## config.mk

```make
export PLATFORM = sky130hd
export DESIGN_NAME = tilt_heading_smoother_unit
export DESIGN_NICKNAME = d
export VERILOG_FILES = /design/src/rtl/ths_pkg.sv /design/src/rtl/tilt_heading_smoother_unit.sv /design/src/rtl/ths_ctrl.sv /design/src/rtl/ths_datapath.sv
export SDC_FILE = /design/constraint.sdc
export NUM_CORES = 2
export LEC_CHECK = 0
export BUFFER_PORTS_ARGS = -buffer_cell sky130_fd_sc_hd__buf_2
export CORE_UTILIZATION = 60
export DETAILED_ROUTE_END_ITERATION = 10
export GPL_ROUTABILITY_DRIVEN = 0
export MAX_ROUTING_LAYER = met4
export PLACE_DENSITY = 0.8
export RECOVER_POWER = 100
export SYNTH_ARGS = -nofsm -noshare
export SYNTH_HDL_FRONTEND = slang
export SYNTH_SLANG_ARGS = --single-unit
```

## constraint.sdc

```tcl
create_clock -name clk -period 8.1 [get_ports clk]
set_input_delay 1.215 -clock clk [delete_from_list [all_inputs] [get_ports clk]]
set_output_delay 1.215 -clock clk [all_outputs]
set_load 0.01 [all_outputs]
```

## src/rtl/ths_pkg.sv

```systemverilog
// Shared types, constants and helper functions for the tilt heading smoother.
package ths_pkg;

    localparam int unsigned ITERS     = 16;
    localparam int unsigned ITER_W    = $clog2(ITERS);
    localparam int unsigned ANGLE_W   = 25;
    localparam int unsigned WEIGHT_W  = 16;
    localparam int unsigned TENTHS_W  = 12;
    localparam int unsigned VEC_W     = 33;
    localparam int unsigned ZACC_W    = 27;
    localparam int unsigned IN_SHIFT  = 14;

    localparam logic [WEIGHT_W-1:0] WEIGHT_RESET = 16'd13107;
    localparam logic signed [ZACC_W-1:0] DEG180 = 27'sd11796480;
    localparam logic signed [ZACC_W-1:0] DEG360 = 27'sd23592960;

    typedef struct packed {
        logic signed [15:0] accel_x;
        logic signed [15:0] accel_y;
        logic               read_failed;
    } in_word_t;

    typedef struct packed {
        logic [TENTHS_W-1:0] smoothed_tenths;
        logic [TENTHS_W-1:0] raw_tenths;
        logic                status;
    } out_word_t;

    typedef struct packed {
        logic              load;
        logic              iterate;
        logic [ITER_W-1:0] iter_idx;
        logic              fold;
        logic              mul_new;
        logic              mul_old;
        logic              emit;
    } ctl_cmd_t;

    // Arctangent of 2^-i in Q9.16 degrees, rounded to nearest.
    function automatic logic [21:0] atan_entry(input logic [ITER_W-1:0] idx);
        logic [21:0] val;
        begin
            unique case (idx)
                4'd0:    val = 22'd2949120;
                4'd1:    val = 22'd1740967;
                4'd2:    val = 22'd919879;
                4'd3:    val = 22'd466945;
                4'd4:    val = 22'd234379;
                4'd5:    val = 22'd117304;
                4'd6:    val = 22'd58666;
                4'd7:    val = 22'd29335;
                4'd8:    val = 22'd14668;
                4'd9:    val = 22'd7334;
                4'd10:   val = 22'd3667;
                4'd11:   val = 22'd1833;
                4'd12:   val = 22'd917;
                4'd13:   val = 22'd458;
                4'd14:   val = 22'd229;
                4'd15:   val = 22'd115;
                default: val = 22'd0;
            endcase
            return val;
        end
    endfunction

    // Angle in Q9.16 degrees to tenths of a degree, truncated.
    function automatic logic [TENTHS_W-1:0] to_tenths(input logic [ANGLE_W-1:0] q);
        logic [ANGLE_W+3:0] t;
        begin
            t = {1'b0, q, 3'b000} + {3'b000, q, 1'b0};
            return t[TENTHS_W+15:16];
        end
    endfunction

endpackage

```

## src/rtl/tilt_heading_smoother_unit.sv

```systemverilog
// Top level of the tilt heading smoother: controller, datapath and checks.
//
//   channel | direction | handshake              | word
//   in      | input     | in_valid / in_stall    | accel_x, accel_y, read_failed
//   out     | output    | out_valid / out_stall  | smoothed_tenths, raw_tenths, status
//   cfg     | input     | cfg_valid / cfg_ready  | smoothing weight, Q0.16
//
// A good sample runs through the 16 CORDIC iterations of the shared shift-add unit,
// a fold and the two blend multiplies before its word is emitted; no new sample is accepted meanwhile.
// A failed read skips the angle work and goes straight to the emit state.
// Reset clears the smoothed angle and loads the weight with 0.2.
// The finished word waits in the output register while out_stall is high; a new
// sample is accepted meanwhile, but its result is held back until that word goes.
module tilt_heading_smoother_unit (
    input  logic                          clk,
    input  logic                          rst_n,
    input  logic                          in_valid,
    output logic                          in_stall,
    input  ths_pkg::in_word_t             in_word,
    output logic                          out_valid,
    input  logic                          out_stall,
    output ths_pkg::out_word_t            out_word,
    input  logic                          cfg_valid,
    output logic                          cfg_ready,
    input  logic [ths_pkg::WEIGHT_W-1:0]  cfg_data
);

    ths_pkg::ctl_cmd_t cmd;

    assign cfg_ready = 1'b1;

    ths_ctrl u_ctrl (
        .clk         (clk),
        .rst_n       (rst_n),
        .in_valid    (in_valid),
        .read_failed (in_word.read_failed),
        .in_stall    (in_stall),
        .out_valid   (out_valid),
        .out_stall   (out_stall),
        .cmd         (cmd)
    );

    ths_datapath u_datapath (
        .clk      (clk),
        .rst_n    (rst_n),
        .cmd      (cmd),
        .in_word  (in_word),
        .cfg_we   (cfg_valid && cfg_ready),
        .cfg_data (cfg_data),
        .out_word (out_word)
    );

    a_busy_after_accept: assert property (@(posedge clk) disable iff (!rst_n)
        in_valid && !in_stall |=> in_stall)
        else $error("sequencer took no work after accepting a word");

    a_error_has_no_raw: assert property (@(posedge clk) disable iff (!rst_n)
        out_valid && out_word.status |-> out_word.raw_tenths == '0)
        else $error("error word carries a raw angle");

    a_angle_range: assert property (@(posedge clk) disable iff (!rst_n)
        out_valid |-> out_word.smoothed_tenths < 12'd3600 && out_word.raw_tenths < 12'd3600)
        else $error("angle out of range");

endmodule

```

## src/rtl/ths_ctrl.sv

```systemverilog
// Sequencing state machine for the tilt heading smoother.
module ths_ctrl (
    input  logic              clk,
    input  logic              rst_n,
    input  logic              in_valid,
    input  logic              read_failed,
    output logic              in_stall,
    output logic              out_valid,
    input  logic              out_stall,
    output ths_pkg::ctl_cmd_t cmd
);

    typedef enum logic [5:0] {
        S_IDLE = 6'b000001,
        S_ITER = 6'b000010,
        S_FOLD = 6'b000100,
        S_MULN = 6'b001000,
        S_MULO = 6'b010000,
        S_EMIT = 6'b100000
    } state_t;

    state_t                      state_reg, state_next;
    logic [ths_pkg::ITER_W-1:0]  iter_reg, iter_next;
    logic                        out_valid_reg, out_valid_next;
    logic                        out_free;

    assign out_free  = !out_valid_reg || !out_stall;
    assign in_stall  = (state_reg != S_IDLE);
    assign out_valid = out_valid_reg;

    always_comb
    begin
        state_next     = state_reg;
        iter_next      = iter_reg;
        out_valid_next = out_valid_reg && out_stall;
        cmd            = '0;
        cmd.iter_idx   = iter_reg;
        unique case (state_reg)
            S_IDLE:
            begin
                iter_next = '0;
                if (in_valid)
                begin
                    cmd.load   = 1'b1;
                    state_next = read_failed ? S_EMIT : S_ITER;
                end
            end
            S_ITER:
            begin
                cmd.iterate = 1'b1;
                iter_next   = iter_reg + 1'b1;
                if (iter_reg == ths_pkg::ITER_W'(ths_pkg::ITERS - 1))
                begin
                    state_next = S_FOLD;
                end
            end
            S_FOLD:
            begin
                cmd.fold   = 1'b1;
                state_next = S_MULN;
            end
            S_MULN:
            begin
                cmd.mul_new = 1'b1;
                state_next  = S_MULO;
            end
            S_MULO:
            begin
                cmd.mul_old = 1'b1;
                state_next  = S_EMIT;
            end
            S_EMIT:
            begin
                if (out_free)
                begin
                    cmd.emit       = 1'b1;
                    out_valid_next = 1'b1;
                    state_next     = S_IDLE;
                end
            end
            default:
            begin
                state_next = S_IDLE;
            end
        endcase
    end

    always_ff @(posedge clk or negedge rst_n)
    begin
        if (!rst_n)
        begin
            state_reg     <= S_IDLE;
            iter_reg      <= '0;
            out_valid_reg <= 1'b0;
        end
        else
        begin
            state_reg     <= state_next;
            iter_reg      <= iter_next;
            out_valid_reg <= out_valid_next;
        end
    end

endmodule

```

## src/rtl/ths_datapath.sv

```systemverilog
// CORDIC vectoring unit, blend multipliers and result register of the smoother.
module ths_datapath (
    input  logic                             clk,
    input  logic                             rst_n,
    input  ths_pkg::ctl_cmd_t                cmd,
    input  ths_pkg::in_word_t                in_word,
    input  logic                             cfg_we,
    input  logic [ths_pkg::WEIGHT_W-1:0]     cfg_data,
    output ths_pkg::out_word_t               out_word
);

    localparam int unsigned VW = ths_pkg::VEC_W;
    localparam int unsigned ZW = ths_pkg::ZACC_W;
    localparam int unsigned AW = ths_pkg::ANGLE_W;
    localparam int unsigned WW = ths_pkg::WEIGHT_W;
    localparam int unsigned PW = AW + WW;

    logic signed [VW-1:0]  x_reg, x_next, y_reg, y_next;
    logic signed [ZW-1:0]  z_reg, z_next;
    logic                  zero_reg, zero_next;
    logic                  fail_reg, fail_next;
    logic [AW-1:0]         raw_reg, raw_next;
    logic [PW-1:0]         prod_reg, prod_next;
    logic [AW-1:0]         smooth_reg, smooth_next;
    logic [WW-1:0]         weight_reg, weight_next;
    ths_pkg::out_word_t    out_reg, out_next;

    logic signed [VW-1:0]  xs, ys, dx, dy;
    logic signed [ZW-1:0]  zstep, zfold;
    logic [WW:0]           inv_weight;
    logic [PW:0]           acc;

    function automatic logic signed [VW-1:0] shr_tz(input logic signed [VW-1:0] v,
                                                    input logic [ths_pkg::ITER_W-1:0] s);
        logic signed [VW-1:0] mag;
        logic signed [VW-1:0] sh;
        begin
            mag = v[VW-1] ? -v : v;
            sh  = mag >>> s;
            return v[VW-1] ? -sh : sh;
        end
    endfunction

    always_comb
    begin
        xs = VW'(in_word.accel_x) <<< ths_pkg::IN_SHIFT;
        ys = VW'(in_word.accel_y) <<< ths_pkg::IN_SHIFT;
        dx = shr_tz(y_reg, cmd.iter_idx);
        dy = shr_tz(x_reg, cmd.iter_idx);
        zstep = ZW'(signed'({1'b0, ths_pkg::atan_entry(cmd.iter_idx)}));
        zfold = z_reg[ZW-1] ? z_reg + ths_pkg::DEG360 : z_reg;
        inv_weight = (WW+1)'(1 << WW) - {1'b0, weight_reg};
        acc = {1'b0, prod_reg} + (PW+1)'(inv_weight * smooth_reg);

        x_next      = x_reg;
        y_next      = y_reg;
        z_next      = z_reg;
        zero_next   = zero_reg;
        fail_next   = fail_reg;
        raw_next    = raw_reg;
        prod_next   = prod_reg;
        smooth_next = smooth_reg;
        weight_next = cfg_we ? cfg_data : weight_reg;
        out_next    = out_reg;

        if (cmd.load)
        begin
            fail_next = in_word.read_failed;
            zero_next = (in_word.accel_x == '0) && (in_word.accel_y == '0);
            if (xs[VW-1])
            begin
                x_next = -xs;
                y_next = -ys;
                z_next = ths_pkg::DEG180;
            end
            else
            begin
                x_next = xs;
                y_next = ys;
                z_next = '0;
            end
        end
        if (cmd.iterate)
        begin
            if (!y_reg[VW-1])
            begin
                x_next = x_reg + dx;
                y_next = y_reg - dy;
                z_next = z_reg + zstep;
            end
            else
            begin
                x_next = x_reg - dx;
                y_next = y_reg + dy;
                z_next = z_reg - zstep;
            end
        end
        if (cmd.fold)
        begin
            raw_next = zero_reg ? '0 : zfold[AW-1:0];
        end
        if (cmd.mul_new)
        begin
            prod_next = PW'(weight_reg * raw_reg);
        end
        if (cmd.mul_old)
        begin
            smooth_next = acc[PW-1:WW];
        end
        if (cmd.emit)
        begin
            out_next.smoothed_tenths = ths_pkg::to_tenths(smooth_reg);
            out_next.raw_tenths      = fail_reg ? '0 : ths_pkg::to_tenths(raw_reg);
            out_next.status          = fail_reg;
        end
    end

    always_ff @(posedge clk or negedge rst_n)
    begin
        if (!rst_n)
        begin
            smooth_reg <= '0;
            weight_reg <= ths_pkg::WEIGHT_RESET;
        end
        else
        begin
            smooth_reg <= smooth_next;
            weight_reg <= weight_next;
        end
    end

    always_ff @(posedge clk)
    begin
        x_reg    <= x_next;
        y_reg    <= y_next;
        z_reg    <= z_next;
        zero_reg <= zero_next;
        fail_reg <= fail_next;
        raw_reg  <= raw_next;
        prod_reg <= prod_next;
        out_reg  <= out_next;
    end

    assign out_word = out_reg;

endmodule

```

==> impl_results.md <==
- First-pass DRT Iterations: 9
- Global-route wire length before repair: 249 mm
- Area of the multi-input gates: 41300 µm²
- Final hold vios: 0
- Post-synth top area share: 26.8%
- Total GRT Usage: 36.2%
- TritonCTS buffer count: 31
- Setup violators final: 2
- WP data required: approximately 8600 ps
- Worst Setup End Kind: register
- FF-to-FF End: u_datapath.smooth_reg[24]
- Reg-to-reg slack, setup: -150 ps
- Grt total ovfl: 0
- DRC viols: 0
- Area Overhead vs Synth: 9.28%
- Via count: 47300
- Clock buffer depth: 3
- Wire per inst: around 21 µm
- Min-delay src: u_datapath.weight_reg[0]
- Hold buffer count at CTS: 0
- Worst hold path type: reg2reg
- Least-Margin Pin Slew: 3520 ps
- Cell Area, Synth: 52500 µm²
- Most common cell in the netlist: inv_1
- Area of the die: 88700 µm²
- Vias in the first global route: roughly 47000
- Synth warn: 0
- Root Buffer Master: clkbuf_16
- Yosys top cell by area: fa_1
- Status: complete, but fails checks
- Unrepaired setup endpoints after global routing: yes
- TritonCTS clock tree: yes
- Failing checks: capacitance limit, slew limit, setup timing
- Antenna Nets Post-Route: 0
- Die W: a little under 300 µm
- Count of cell types in the netlist: around 110
- Clock skew: between 40 and 50 ps
- Slowest stage delay, CP: 550 ps
- Rows: roughly 110
- Total Wirelength: 158 mm
- Tcrit/Tclk final: 102%
- Max Cap Viol: 6
- EDFF count, synth: 186
- Crit path setup slack, layout: -146 ps
- Reg clk slew, reported paths: 60 ps
- Number of fill cells in the layout: 6814
- WP data arrival: a little under 9000 ps
- CTS sink cnt: 238
- Syn nets: ~7300
- Share of layout cells above drive strength 1: 11.1%
- I/O Pins: 82
- Slowest CP cell: or4_4
- Ys async rst share: roughly 22%
- Mapped Cells: 6222
- Core ar.: 86800 µm²
- Syn Area/Cell: 8.44 µm²
- Min cycle time layout: 8250 ps
- Die Height: 298 µm
- Initial antenna violation count: 6
- FMAX: 121 MHz
- Number of synthesized register bits: 238
- CP Class: reg2reg
- Register Area: 6900 µm²
- Post-DP HPWL: 124 mm
- Worst Hold End: u_datapath.weight_reg[0]
- PortBufs: 80
- Worst setup SP type: register
- DRT iter0 DRCs: 6111
- Top_reg_cell synth: edfxtp_1
- Largest net degree at the start of global routing: 74
- Final nets: 7480
- CTS HTree Levels: 1
- Hold Path Depth: 2
- Initial Utilization: approximately three fifths
- Max-slew violations: 266
- Slew HR: -135%
- RR Startpoint: u_datapath.weight_reg[5]
- Max reg flops: 41
- CP max FO: 7
- Setup TNS Final: -202 ps
- Area contributors post-synth: fa_1 27%, edfxtp_1 11%, ha_1 8.8%, inv_1 6.6%, nand2_1 6.0%
- Worst R2R Path Depth: 34
- Top post-synthesis cells by count: 928 x inv_1, 842 x nand2_1, 704 x fa_1, 369 x ha_1, 338 x nor2_1
- Worst path most repeated cell: fa_1
- Post-synthesis sequential area ratio: 13.1%
- Worst-Skew Late Latency: about 640 ps
- Vias per Instance: between 6 and 7
metrics by stage:
| stage | setup slack (ps) | utilization [%] | hold slack, ps | instance area [µm²] | cells |
|---|---|---|---|---|---|
| after CTS | 11.9 | 65.6 | 534 | 56900 | 7508 |
| after detailed placement | -321 | 64.3 | 526 | 55800 | 7452 |
| after global placement | -106 | 64.3 | 514 | 55800 | 7452 |
| final | -146 | 66.2 | 552 | 57400 | 7533 |
| after floorplan | 18.7 | - | 474 | 52500 | 6222 |
| after global routing | -363 | 66.2 | 570 | 57400 | 7533 |
repair_timing:
| action | 4_1_cts | 5_1_grt |
|---|---|---|
| setup buffers | 0 | 21 |
| resized for setup | 7 | 96 |
| gates cloned | 0 | 2 |
| pin swaps | 1 | 30 |
| setup endpoints to repair | 5 | 28 |
per-layer routing:
metal / part of all wire, % / track usage, % / vias up / routed length, µm
met5: 0 / - / - / 0
met3: 12 / 8.23 / 643 / 19200
met4: 5.2 / 14.8 / 0 / 8220
met2: 44 / 54.9 / 3005 / 69900
met1: 39 / 46.8 / 22800 / 61100
li1: - / - / 20900 / -
worst max-delay path by stage:
stage	from	to	slack, ps
finish	u_datapath.weight_reg[5]	u_datapath.smooth_reg[24]	-150
global route	u_datapath.weight_reg[5]	u_datapath.smooth_reg[24]	-360
CTS	u_datapath.weight_reg[5]	u_datapath.smooth_reg[24]	10
detailed placement	u_datapath.weight_reg[5]	u_datapath.smooth_reg[24]	-320
global placement	u_datapath.weight_reg[5]	u_datapath.smooth_reg[24]	-110
floorplan	u_datapath.weight_reg[5]	u_datapath.smooth_reg[24]	20
layout make-up:
class                      instances  share of cell area [%]
multi-input combinational       4700                    71.9
sequential                       238                    12.0
inverter                         932                    6.10
timing repair buffer             450                    5.69
tap                             1155                    2.52
clock buffer                      39                    1.53
clock inverter                    17                   0.249
antenna                            2                 0.00872
logic make-up after synthesis:
| logic type | Yosys count | synth area share (%) |
|---|---|---|
| XOR/XNOR | 347 | 5.80 |
| other | 1 | 0.00714 |
| adder cells (fa/ha/maj) | 1073 | 35.6 |
| multiplexers | 127 | 2.99 |
| AO/OA/AOI/OAI | 989 | 12.9 |
| AND/OR/NAND/NOR | 2163 | 20.3 |
| flip-flops | 238 | 13.1 |
| buffers and inverters | 1284 | 9.25 |
worst max-delay path, delay by kind of cell (launching register included):
kind | cells | cell delay [ps]
adders and majority gates | 7 | 3330
DFF | 1 | 370
AOI/OAI and AO/OA | 9 | 1630
buffers and inverters | 9 | 990
and+or+nand+nor | 7 | 1410
xor gates and xnor gates | 2 | 390
layout by cell type (no fill, tap or decap), drive strengths merged, types with 47 or more instances in the layout:
cell type,Yosys,layout
xor2,125,125
nor3,136,136
a21oi,203,203
o211ai,61,61
nor2b,63,63
nand3,85,85
buf,80,409
or3,63,63
nand2,842,842
ha,369,369
mux2i,62,62
and2,293,293
a31oi,60,60
nor2,338,338
fa,704,704
inv,930,933
mux2,47,47
nand2b,55,55
o21ai,200,200
nor4,57,57
clkbuf,272,80
xnor2,222,222
edfxtp,186,186
a21o,50,50
Power is not shown: default switching activity piles up to over one toggle a cycle in this logic, so the estimate is an artifact.
